**config.mk**
```make
export PLATFORM = sky130hd
export DESIGN_NAME = g2g_div_stage
export DESIGN_NICKNAME = d
export VERILOG_FILES = /design/src/rtl/g2g_pkg.sv /design/src/rtl/g2g_div_stage.sv
export SDC_FILE = /design/constraint.sdc
export NUM_CORES = 1
export LEC_CHECK = 0
export ABC_AREA = 1
export BUFFER_PORTS_ARGS = -buffer_cell sky130_fd_sc_hd__buf_2
export CORE_MARGIN = 2
export CORE_UTILIZATION = 47
export DETAILED_ROUTE_END_ITERATION = 7
export PLACE_DENSITY = 0.8
export SYNTH_ARGS = -nofsm -noshare
export SYNTH_HDL_FRONTEND = slang
export SYNTH_SLANG_ARGS = --single-unit
```
**constraint.sdc**
```tcl
create_clock -name clock -period 2.35 [get_ports clock]
set_input_delay 0.47 -clock clock [delete_from_list [all_inputs] [get_ports clock]]
set_output_delay 0.47 -clock clock [all_outputs]
set_load 0.01 [all_outputs]
```
**src/rtl/g2g_pkg.sv**
```systemverilog
// Package of the go-to-goal steering unit: stage word types, fixed widths
// and the CORDIC arctangent table. No dependencies.
`default_nettype none
package g2g_pkg;

   localparam int unsigned ROOT_BITS = 17;   // floor(sqrt(2 * 65535^2)) < 2^17
   localparam int unsigned SQ_BITS   = 34;
   localparam int unsigned VEC_BITS  = 36;   // offset << 14 plus CORDIC growth
   localparam int unsigned ANG_BITS  = 34;   // 2^31 equals pi
   localparam int unsigned DIV_BITS  = 15;
   localparam int unsigned ATAN_ENTRIES = 24;

   localparam logic [1:0] CSR_ARRIVAL  = 2'd0;
   localparam logic [1:0] CSR_SLOWDOWN = 2'd1;
   localparam logic [1:0] CSR_MAXSPEED = 2'd2;

   typedef struct packed {
      logic signed [16:0] dx;
      logic signed [16:0] dy;
      logic signed [15:0] ryaw;
      logic signed [15:0] gyaw;
   } g2g_diff_type;

   typedef struct packed {
      logic [SQ_BITS-1:0]          sqx;
      logic [SQ_BITS-1:0]          sqy;
      logic signed [VEC_BITS-1:0]  x;
      logic signed [VEC_BITS-1:0]  y;
      logic signed [ANG_BITS-1:0]  ang;
      logic                        zero;
      logic signed [15:0]          ryaw;
      logic signed [15:0]          gyaw;
   } g2g_front_type;

   typedef struct packed {
      logic signed [VEC_BITS-1:0]  x;
      logic signed [VEC_BITS-1:0]  y;
      logic signed [ANG_BITS-1:0]  ang;
      logic                        zero;
      logic [SQ_BITS-1:0]          q;
      logic [ROOT_BITS+3:0]        rem;
      logic [ROOT_BITS-1:0]        root;
      logic signed [15:0]          ryaw;
      logic signed [15:0]          gyaw;
   } g2g_vec_type;

   typedef struct packed {
      logic [31:0]          rem;
      logic [DIV_BITS-1:0]  quo;
      logic                 sat;
      logic [14:0]          maxv;
      logic [15:0]          slow;
      logic signed [15:0]   cmd;
   } g2g_div_type;

   function automatic logic signed [ANG_BITS-1:0] atan_entry(input int unsigned i);
      logic signed [ANG_BITS-1:0] v;
      case (i)
         0:  v = 34'sd536870912;
         1:  v = 34'sd316933406;
         2:  v = 34'sd167458907;
         3:  v = 34'sd85004756;
         4:  v = 34'sd42667331;
         5:  v = 34'sd21354465;
         6:  v = 34'sd10680862;
         7:  v = 34'sd5340245;
         8:  v = 34'sd2670163;
         9:  v = 34'sd1335087;
         10: v = 34'sd667544;
         11: v = 34'sd333772;
         12: v = 34'sd166886;
         13: v = 34'sd83443;
         14: v = 34'sd41722;
         15: v = 34'sd20861;
         16: v = 34'sd10430;
         17: v = 34'sd5215;
         18: v = 34'sd2608;
         19: v = 34'sd1304;
         20: v = 34'sd652;
         21: v = 34'sd326;
         22: v = 34'sd163;
         23: v = 34'sd81;
         default: v = '0;
      endcase
      return v;
   endfunction

endpackage
`default_nettype wire

```
**src/rtl/g2g_div_stage.sv**
```systemverilog
// One pipeline stage of the speed ramp divider: one restoring quotient bit.
// Depends on g2g_pkg.
`default_nettype none
module g2g_div_stage #(
   parameter int unsigned BIT = 0
) (
   input  wire logic                 clock,
   input  wire logic                 reset,
   input  wire logic                 valid_i,
   input  wire g2g_pkg::g2g_div_type word_i,
   output logic                      valid_ff,
   output g2g_pkg::g2g_div_type      word_ff
);
   g2g_pkg::g2g_div_type word_in;
   logic [31:0] dsh;

   always_comb begin
      word_in = word_i;
      dsh     = 32'(word_i.slow) << BIT;
      if (word_i.rem >= dsh) begin
         word_in.rem      = word_i.rem - dsh;
         word_in.quo[BIT] = 1'b1;
      end
   end

   always_ff @(posedge clock) begin
      if (reset) begin
         valid_ff <= 1'b0;
      end else begin
         valid_ff <= valid_i;
      end
      word_ff <= word_in;
   end
endmodule
`default_nettype wire

```
==> results.rst <==
.. list-table::
   :header-rows: 1

   * - Metric
     - Value
   * - Worst Path Class, Setup
     - in2reg
   * - Worst Hold Path EP
     - word_ff[7]
   * - Worst Hold Slack
     - 0.184 ns
   * - Clock tree from TritonCTS
     - done
   * - Fraction of layout instances using a drive strength above 1
     - 34.5%
   * - Final net count
     - 864
   * - Post-synthesis net count
     - 654
   * - Area of the die
     - 9670 um2
   * - Post-Synthesis Mean Instance Area
     - 7.76 um2
   * - Leak pwr
     - 2.99 nW
   * - Worst rel slew slack
     - 68.6%
   * - Worst slack after detailed placement
     - -0.0129 ns
   * - Area used by multi-input combinational logic
     - 1840 um2
   * - Post-synthesis async set-or-reset flop share
     - 0%
   * - Master cell of the clock root buffer
     - sky130_fd_sc_hd__clkbuf_8
   * - Power density normalized to cell area
     - 659 nW/um2
   * - TritonCTS Sinks
     - 96
   * - Worst Hold Path Cells
     - 1
   * - Total global routing overflow
     - 0
   * - Vias after detailed routing
     - 4062
   * - Wire length of the first global-routing pass
     - 18900 um
   * - Switching fraction of total power
     - 30.7%
   * - Worst Slack Setup Final
     - 0.384 ns
   * - First-pass iteration count of the detailed router
     - 5
   * - Max_cap viols
     - 0
   * - Sequential cell area in the final layout
     - 1920 um2
   * - Total negative setup slack
     - 0 ns
   * - Distinct cells, synth
     - 34
   * - Number of input and output port buffers inserted
     - 193
   * - Switching power
     - 1.12 mW
   * - Largest area contributor in the synthesized netlist
     - sky130_fd_sc_hd__dfxtp_1
   * - Filler-free cell count of the finished design
     - 862
   * - H-Tree Depth
     - 3
   * - Cell types with the largest area share after synthesis
     - sky130_fd_sc_hd__dfxtp_1, sky130_fd_sc_hd__nand2_1, sky130_fd_sc_hd__inv_1, sky130_fd_sc_hd__ha_1, sky130_fd_sc_hd__nor2_1
   * - Required time at the worst-slack endpoint
     - 2.62 ns
   * - Post-synthesis share of cell area spent on full adders, half adders and majority gates
     - 5.26%
   * - Global router's overall resource usage
     - 24.6%
   * - Number of global-route vias before repair
     - 3994
   * - Starting Density
     - 48.2%
   * - Startpoint of the most critical hold path
     - word_i[7]
   * - Post-synth top area share
     - 45.9%
   * - RSZ-0062 raised after global routing
     - false
   * - Final period demand of the worst path
     - 1.97 ns
   * - Total instance count after detailed placement
     - 846
   * - Die height
     - 98.3 um
   * - Period utilization
     - 83.7%
   * - Pint
     - 2.52 mW
   * - Post-cts hold buffer count
     - 0
   * - Routed wire length
     - 11900 um
   * - Post-synthesis instance area
     - 4180 um2
   * - Most numerous cell in the Yosys netlist
     - sky130_fd_sc_hd__nand2_1
   * - Outcome
     - complete, no violations
   * - Drt initial violations
     - 196
   * - Routed length per instance
     - 13.8 um
   * - DPL Wire Length
     - 10100 um
   * - Number of enable flip-flop cells after synthesis
     - 0
   * - CTS clk-pin slew, worst paths
     - 0.11 ns
   * - Combinational family with the most area after synthesis
     - simple AND/OR/NAND/NOR gates
   * - Commonest cells in the netlist
     - sky130_fd_sc_hd__nand2_1, sky130_fd_sc_hd__dfxtp_1, sky130_fd_sc_hd__inv_1
   * - Critical path peak fanout
     - 17
   * - Area share of xor/xnor cells in the synthesized design
     - 2.51%
   * - Logic pwr share
     - 21.0%
   * - Detail Route Antenna Nets
     - 0
   * - Dominant register cell in the synthesized netlist
     - sky130_fd_sc_hd__dfxtp_1
   * - Fin util
     - 63.6%
   * - Final hold violation count
     - 0
   * - Initial antenna violation count
     - 0
   * - Transition time at the pin with the least slew margin
     - 0.467 ns
   * - Setup violation total in the final timing report
     - 0
   * - Filler Cells Inserted
     - 809
   * - Largest net degree at the start of global routing
     - 19
   * - Layout overhead on the synthesized area
     - 31.9%
   * - CP endpoint kind
     - flip-flop
   * - Die boundary width
     - 98.3 um
   * - Critical path launch point type
     - input port
   * - Arrival time reported for the critical path endpoint
     - 2.24 ns
   * - Final Slew Violations
     - 0
   * - Area of the core region
     - 8680 um2
   * - Clock Power Share
     - 29.7%
   * - Drc violations
     - 0
   * - VDD IR max
     - 266 uV
   * - Via density per instance
     - 4.71
   * - Highest Clock Rate
     - 509 MHz
   * - Multiplexer area fraction after synthesis
     - 0%
   * - Buffer levels on the longest clock path
     - 2
   * - Number of synthesized register bits
     - 96
   * - Share of power burned in registers
     - 49.3%
   * - Diode count
     - 0
   * - Path category of the worst min-delay check
     - in2reg
   * - TritonCTS buffer count
     - 9
   * - # Post-CTS Setup Buffers
     - 0
   * - Sequential cell area fraction in the yosys report
     - 45.9%
   * - Num rows
     - 34
   * - Number of warnings reported in the yosys synthesis log
     - 0
   * - Final estimated routing congestion in global placement
     - 0.934
   * - Number of top-level pins
     - 194
   * - Number of instances in the synthesized netlist
     - 539
   * - Compound-Gate Fraction of Synth Area
     - 7.66%
   * - Cts repair resizes
     - 0
   * - Post-synthesis simple-gate area fraction
     - 28.5%
cells by family (layout without fill, tap and decap cells):
| logic type | Yosys count | count (layout) |
|---|---|---|
| AOI/OAI and AO/OA | 49 | 49 |
| and+or+nand+nor | 269 | 269 |
| adders and majority gates | 17 | 17 |
| DFF | 96 | 96 |
| buffers and inverters | 96 | 311 |
| xor gates and xnor gates | 12 | 12 |
placed cells by master (no fill, tap or decap), drive strengths merged, types with 3 or more instances in the layout:
| cell | instances |
|---|---|
| inv | 95 |
| nor3 | 12 |
| o21ai | 21 |
| nand3 | 24 |
| ha | 16 |
| xnor2 | 11 |
| a21oi | 25 |
| clkbuf | 10 |
| or2 | 3 |
| buf | 204 |
| dfxtp | 96 |
| nor2 | 45 |
| nand4 | 13 |
| nand2 | 171 |
state kept, by name, summed over array words and instances, names as in the netlist:
register / cells
word_ff: 95
valid_ff: 1
power by group through the flow:
stage | combinational [mW] | sequential [mW] | clock [mW]
floorplan | 0.349 | 1.91 | 0
global placement | 0.754 | 1.83 | 0
detailed placement | 0.766 | 1.83 | 0
CTS | 0.769 | 1.80 | 1.10
global route | 0.847 | 1.81 | 1.15
finish | 0.766 | 1.79 | 1.08
worst max-delay path, cell delays in order:
cell and delay [ns]:
sky130_fd_sc_hd__buf_2 0.11, sky130_fd_sc_hd__inv_1 0.05, sky130_fd_sc_hd__ha_1 0.20, sky130_fd_sc_hd__fa_1 0.40
sky130_fd_sc_hd__nor2_1 0.16, sky130_fd_sc_hd__o21ai_1 0.08, sky130_fd_sc_hd__nand2_1 0.16, sky130_fd_sc_hd__a21oi_4 0.09
sky130_fd_sc_hd__nand2_4 0.10, sky130_fd_sc_hd__clkinv_8 0.10, sky130_fd_sc_hd__buf_12 0.17, sky130_fd_sc_hd__nand2_4 0.06
sky130_fd_sc_hd__o21ai_2 0.05
stage by stage:
step	power, mW	instance area, um2
2_1_floorplan	2.26	4180
3_3_place_gp	2.58	5320
3_5_place_dp	2.60	5320
4_1_cts	3.66	5520
5_1_grt	3.81	5520
6_report	3.64	5520
routing by layer:
metal | GRT usage, % | routed length (um) | vias up
met5 | 0 | 0 | -
met4 | 9.48 | 337 | 0
met3 | 4.58 | 772 | 30
met2 | 45.7 | 6080 | 158
met1 | 27.5 | 4680 | 1792
li1 | - | - | 2082
final cells by class:
type	count	area share, %
repair buffers	204	19.5
inverters	91	6.42
clock buffers	10	2.49
flip-flops and latches	96	34.8
multi-input cells	347	33.3
clock inverters	6	1.04
well taps	108	2.45
worst max path at each step:
stage / cells past startpoint / start / endpoint
after floorplan: 12 / word_i[63] / word_ff[68]
after global placement: 13 / word_i[63] / word_ff[65]
after detailed placement: 13 / word_i[63] / word_ff[66]
after CTS: 13 / word_i[63] / word_ff[64]
after global routing: 13 / word_i[63] / word_ff[66]
final: 13 / word_i[63] / word_ff[66]
No activity file was read; power rests on OpenSTA's default activity.
