$ cat config.mk
export PLATFORM = sky130hd
export DESIGN_NAME = g2g_vec_stage
export DESIGN_NICKNAME = d
export VERILOG_FILES = /design/src/rtl/g2g_pkg.sv /design/src/rtl/g2g_vec_stage.sv
export SDC_FILE = /design/constraint.sdc
export NUM_CORES = 1
export LEC_CHECK = 0
export BUFFER_PORTS_ARGS = -buffer_cell sky130_fd_sc_hd__buf_2
export CAP_MARGIN = 20
export CORE_AREA = 4 4 161 163
export CTS_CLUSTER_SIZE = 24
export DETAILED_ROUTE_END_ITERATION = 16
export DIE_AREA = 0 0 165 167
export PLACE_DENSITY = 0.77
export SLEW_MARGIN = 20
export SYNTH_ARGS = -nofsm -noshare
export SYNTH_HDL_FRONTEND = slang
export SYNTH_SLANG_ARGS = --single-unit
$ cat constraint.sdc
create_clock -name clock -period 5.7 [get_ports clock]
set_clock_uncertainty 0.15 [all_clocks]
set_input_delay 1.14 -clock clock [delete_from_list [all_inputs] [get_ports clock]]
set_output_delay 1.14 -clock clock [all_outputs]
set_load 0.02 [all_outputs]
$ cat src/rtl/g2g_pkg.sv
// Package of the go-to-goal steering unit: stage word types, fixed widths
// and the CORDIC arctangent table. No dependencies.
`default_nettype none
package g2g_pkg;

   localparam int unsigned ROOT_BITS = 17;   // floor(sqrt(2 * 65535^2)) < 2^17
   localparam int unsigned SQ_BITS   = 34;
   localparam int unsigned VEC_BITS  = 36;   // offset << 14 plus CORDIC growth
   localparam int unsigned ANG_BITS  = 34;   // 2^31 equals pi
   localparam int unsigned DIV_BITS  = 15;
   localparam int unsigned ATAN_ENTRIES = 24;

   localparam logic [1:0] CSR_ARRIVAL  = 2'd0;
   localparam logic [1:0] CSR_SLOWDOWN = 2'd1;
   localparam logic [1:0] CSR_MAXSPEED = 2'd2;

   typedef struct packed {
      logic signed [16:0] dx;
      logic signed [16:0] dy;
      logic signed [15:0] ryaw;
      logic signed [15:0] gyaw;
   } g2g_diff_type;

   typedef struct packed {
      logic [SQ_BITS-1:0]          sqx;
      logic [SQ_BITS-1:0]          sqy;
      logic signed [VEC_BITS-1:0]  x;
      logic signed [VEC_BITS-1:0]  y;
      logic signed [ANG_BITS-1:0]  ang;
      logic                        zero;
      logic signed [15:0]          ryaw;
      logic signed [15:0]          gyaw;
   } g2g_front_type;

   typedef struct packed {
      logic signed [VEC_BITS-1:0]  x;
      logic signed [VEC_BITS-1:0]  y;
      logic signed [ANG_BITS-1:0]  ang;
      logic                        zero;
      logic [SQ_BITS-1:0]          q;
      logic [ROOT_BITS+3:0]        rem;
      logic [ROOT_BITS-1:0]        root;
      logic signed [15:0]          ryaw;
      logic signed [15:0]          gyaw;
   } g2g_vec_type;

   typedef struct packed {
      logic [31:0]          rem;
      logic [DIV_BITS-1:0]  quo;
      logic                 sat;
      logic [14:0]          maxv;
      logic [15:0]          slow;
      logic signed [15:0]   cmd;
   } g2g_div_type;

   function automatic logic signed [ANG_BITS-1:0] atan_entry(input int unsigned i);
      logic signed [ANG_BITS-1:0] v;
      case (i)
         0:  v = 34'sd536870912;
         1:  v = 34'sd316933406;
         2:  v = 34'sd167458907;
         3:  v = 34'sd85004756;
         4:  v = 34'sd42667331;
         5:  v = 34'sd21354465;
         6:  v = 34'sd10680862;
         7:  v = 34'sd5340245;
         8:  v = 34'sd2670163;
         9:  v = 34'sd1335087;
         10: v = 34'sd667544;
         11: v = 34'sd333772;
         12: v = 34'sd166886;
         13: v = 34'sd83443;
         14: v = 34'sd41722;
         15: v = 34'sd20861;
         16: v = 34'sd10430;
         17: v = 34'sd5215;
         18: v = 34'sd2608;
         19: v = 34'sd1304;
         20: v = 34'sd652;
         21: v = 34'sd326;
         22: v = 34'sd163;
         23: v = 34'sd81;
         default: v = '0;
      endcase
      return v;
   endfunction

endpackage
`default_nettype wire

$ cat src/rtl/g2g_vec_stage.sv
// One pipeline stage of the vector path: one CORDIC vectoring step and/or one
// square-root digit, as the parameters select. Depends on g2g_pkg.
`default_nettype none
module g2g_vec_stage #(
   parameter int unsigned STEP    = 0,
   parameter bit          DO_ROT  = 1'b1,
   parameter bit          DO_ROOT = 1'b1
) (
   input  wire logic                 clock,
   input  wire logic                 reset,
   input  wire logic                 valid_i,
   input  wire g2g_pkg::g2g_vec_type word_i,
   output logic                      valid_ff,
   output g2g_pkg::g2g_vec_type      word_ff
);
   localparam logic signed [g2g_pkg::ANG_BITS-1:0] ATAN = g2g_pkg::atan_entry(STEP);

   g2g_pkg::g2g_vec_type word_in;
   logic signed [g2g_pkg::VEC_BITS-1:0] xs, ys;
   logic [g2g_pkg::ROOT_BITS+3:0] rem_sh;
   logic [g2g_pkg::ROOT_BITS+1:0] trial;

   always_comb begin
      word_in = word_i;
      xs      = word_i.x >>> STEP;
      ys      = word_i.y >>> STEP;
      rem_sh  = {word_i.rem[g2g_pkg::ROOT_BITS+1:0], word_i.q[g2g_pkg::SQ_BITS-1 -: 2]};
      trial   = {word_i.root, 2'b01};
      if (DO_ROT) begin
         if (word_i.y > 0) begin
            word_in.x   = word_i.x + ys;
            word_in.y   = word_i.y - xs;
            word_in.ang = word_i.ang + ATAN;
         end else begin
            word_in.x   = word_i.x - ys;
            word_in.y   = word_i.y + xs;
            word_in.ang = word_i.ang - ATAN;
         end
      end
      if (DO_ROOT) begin
         word_in.q = {word_i.q[g2g_pkg::SQ_BITS-3:0], 2'b00};
         if (rem_sh >= (g2g_pkg::ROOT_BITS+4)'(trial)) begin
            word_in.rem  = rem_sh - (g2g_pkg::ROOT_BITS+4)'(trial);
            word_in.root = {word_i.root[g2g_pkg::ROOT_BITS-2:0], 1'b1};
         end else begin
            word_in.rem  = rem_sh;
            word_in.root = {word_i.root[g2g_pkg::ROOT_BITS-2:0], 1'b0};
         end
      end
   end

   always_ff @(posedge clock) begin
      if (reset) begin
         valid_ff <= 1'b0;
      end else begin
         valid_ff <= valid_i;
      end
      word_ff <= word_in;
   end
endmodule
`default_nettype wire

==> impl_metrics.py <==
metrics = {
    "run_status": {
        "outcome": "complete, no violations",
    },
    "cts": {
        "cts_tree": "yes",
        "clock-sinks": 209,
        "cts.root.buffer_cell": "clkbuf_16",
        "cts_resized": 0,
        "cts_hold_buf": 0,
        "cts_buffer_depth": 3,
        "cts_made_buffers": 23,
        "htreeDepth": 1,
        "path_clk_slew_ns": 0.06,
        "cts_setup_buffers": 0,
    },
    "logic_synthesis": {
        "synth-async-reset-ratio_pct": 0,
        "synthCells": 1368,
        "synth-edff-count": 0,
        "synth_top_flop_cell": "dfxtp_1",
        "ys_ff_latch": 209,
        "synth_area_um2": 11900,
        "synth_cell_types": 79,
        "synth.avg_cell_area_um2": 8.69,
        "ys_warn_count": 0,
        "yosysSeqAreaShare_pct": 35.2,
    },
    "grt": {
        "grtUsageTotal_pct": 28.9,
        "grt_max_degree": 73,
        "grt_first_pass_wirelength_um": 63600,
        "grt_pass1_vias": 11600,
        "antenna_found_initial": 17,
        "grt.overflow.total": 0,
    },
    "pwr": {
        "p_leak_nw": 7.34,
        "totalPowerFinal_w": 0.00476,
        "vdd_drop_max_v": 0.000266,
        "powerDensity_nw_per_um2": 316,
    },
    "sta": {
        "final_max_slew_viol_count": 0,
        "setup_viol": 0,
        "fmaxAchievable_mhz": 235,
        "setup_tns_ns": 0,
        "fin_crit_sh_pct": 74.7,
        "hold_viol": 0,
        "relSlewSlack_pct": 40.0,
        "worstMarginPinSlew_ns": 0.892,
        "timing.final.crit_period_ns": 4.26,
        "rsz0062_at_grt": "false",
    },
    "floorplan": {
        "die_area_um2": 27600,
        "coreArea_um2": 24300,
        "start_util_pct": 48.9,
        "die_w_um": 165,
        "row_count": 57,
        "die_h_um": 167,
        "io-pin-count": 426,
    },
    "critical_path": {
        "worstSetupEndpointType": "register",
        "crit_start": "word_i[140]",
        "cp_data_required_time_ns": 5.93,
        "cp_max_fo": 5,
        "start_kind": "primary input",
        "critPathArrivalTime_ns": 4.49,
        "critPathKind": "in -> reg",
    },
    "detailed_routing": {
        "wire_per_inst_um": 20.0,
        "dr.pass1.iters": 6,
        "wl_um": 42400,
        "first_iter_violations": 997,
        "vias": 11800,
        "drt-met1-wl_um": 16100,
        "wl_met2_um": 21300,
        "highest_layer": "met5",
        "drc": 0,
        "ant_nets": 0,
        "dr_wl_met3_um": 3480,
        "vias_per_cell": 5.56,
    },
    "worst_hold_path": {
        "hp-start": "word_i[130]",
        "hold_path.class": "in -> reg",
    },
    "finish": {
        "nNetsFinal": 2115,
        "drive_gt1_share_pct": 27.8,
        "multi_input_area_um2": 7010,
        "area_growth_pct": 26.6,
        "fill_cells": 2123,
        "seqCellArea_um2": 4180,
    },
    "place": {
        "hpwl_um": 34200,
        "gp_congestion": 0.972,
        "io_buffers": 421,
    },
    "flow_run": {
        "maxCapViolations": 0,
    },
}
[report_power, final]
group | internal [W] | switching [W]
sequential | 0.00166 | 0.0000525
combinational | 0.000529 | 0.000945
clock | 0.000962 | 0.000609
total | 0.00315 | 0.00161
[sequential cells by signal, indices dropped and copies added (netlist names)]
| name | count |
|---|---|
| word_ff | 208 |
| valid_ff | 1 |
[synth_stat cells, types with 4 or more instances]
master	instances	area [um2]
a2111oi_0	6	52.6
a211o_1	5	43.8
a211oi_1	7	52.6
a21o_1	29	218
a21oi_1	160	801
a221oi_1	5	43.8
a31oi_1	10	62.6
a41oi_1	4	35.0
and2_1	7	43.8
buf_1	11	41.3
buf_2	9	45.0
buf_4	6	45.0
clkbuf_1	24	90.1
dfxtp_1	209	4180
fa_1	4	80.1
ha_1	131	1640
inv_1	122	458
mux2_2	12	135
mux2i_1	14	140
nand2_1	63	236
nand2b_1	17	106
nand3_1	13	65.1
nand3b_1	4	30.0
nand4_1	16	100
nor2_1	96	360
nor2b_1	18	113
nor3_1	29	145
nor4_1	18	113
o211a_1	5	50.1
o211ai_1	13	97.6
o21a_1	17	128
o21ai_0	73	365
o21ai_1	6	30.0
o21bai_1	23	173
o31a_1	5	43.8
o31ai_1	13	97.6
or3_1	6	37.5
or4_1	6	45.0
xnor2_1	74	648
xor2_1	14	123
[critical path: stages]
cell,delay (ns)
buf_2,0.18
inv_1,0.13
ha_1,0.34
nor2b_1,0.15
o2111ai_1,0.31
nand3_1,0.17
a221oi_1,0.71
a21oi_1,0.38
a21o_1,0.31
a2111oi_0,0.40
a21oi_1,0.09
xor2_1,0.18
[metal layers]
metal	track usage (%)	vias to the layer above
li1	-	5598
met1	34.2	5557
met2	50.8	528
met3	5.78	91
met4	11.5	2
met5	0	-
[final cells by class]
class	count	share of cell area (%)
antenna	16	0.266
clock buffer	28	4.15
clock inverter	10	1.16
inverter	126	3.14
multi-input combinational	982	46.6
sequential	209	27.8
tap	324	2.69
timing repair buffer	424	14.2
[metrics by stage]
stage	utilization, %	hold slack [ns]	setup WS, ns	area, um2	std cells
3_3_place_gp	58.4	1.09	1.07	14200	2065
4_1_cts	61.7	0.542	1.53	15000	2103
2_1_floorplan	-	1.02	1.96	11900	1369
3_5_place_dp	58.4	1.09	0.974	14200	2065
5_1_grt	61.9	0.541	1.28	15000	2119
6_report	61.9	0.559	1.44	15000	2119
[layout by cell type (no fill, tap or decap), types with 17 or more instances in the layout]
cell	synthesis	routed
o21bai_1	23	23
nor3_1	29	29
inv_1	122	122
nor4_1	18	18
buf_2	9	421
a21oi_1	160	160
o21a_1	17	17
dfxtp_1	209	209
o21ai_0	73	73
nor2_1	96	96
nand2_1	63	63
a21o_1	29	29
clkbuf_16	0	23
nand2b_1	17	17
nor2b_1	18	18
xnor2_1	74	74
ha_1	131	131
[final timing paths]
| path | to | slack [ns] | depth (start not counted) |
|---|---|---|---|
| min | word_ff[130]$_DFF_P_ | 0.56 | 1 |
| max | word_ff[210]$_DFF_P_ | 1.44 | 12 |
[cell families (layout without fill, tap and decap cells)]
| logic type | Yosys count | in the layout | synth area share [%] |
|---|---|---|---|
| compound gates | 422 | 422 | 22.7 |
| simple gates | 308 | 308 | 12.7 |
| flops | 209 | 209 | 35.2 |
| buf+inv | 178 | 588 | 6.03 |
| fa+ha+maj | 135 | 135 | 14.5 |
| xor+xnor | 88 | 88 | 6.48 |
| mux | 27 | 27 | 2.44 |
| other cells | 1 | 18 | 0.0316 |
Power figures use the tool's default switching activity.
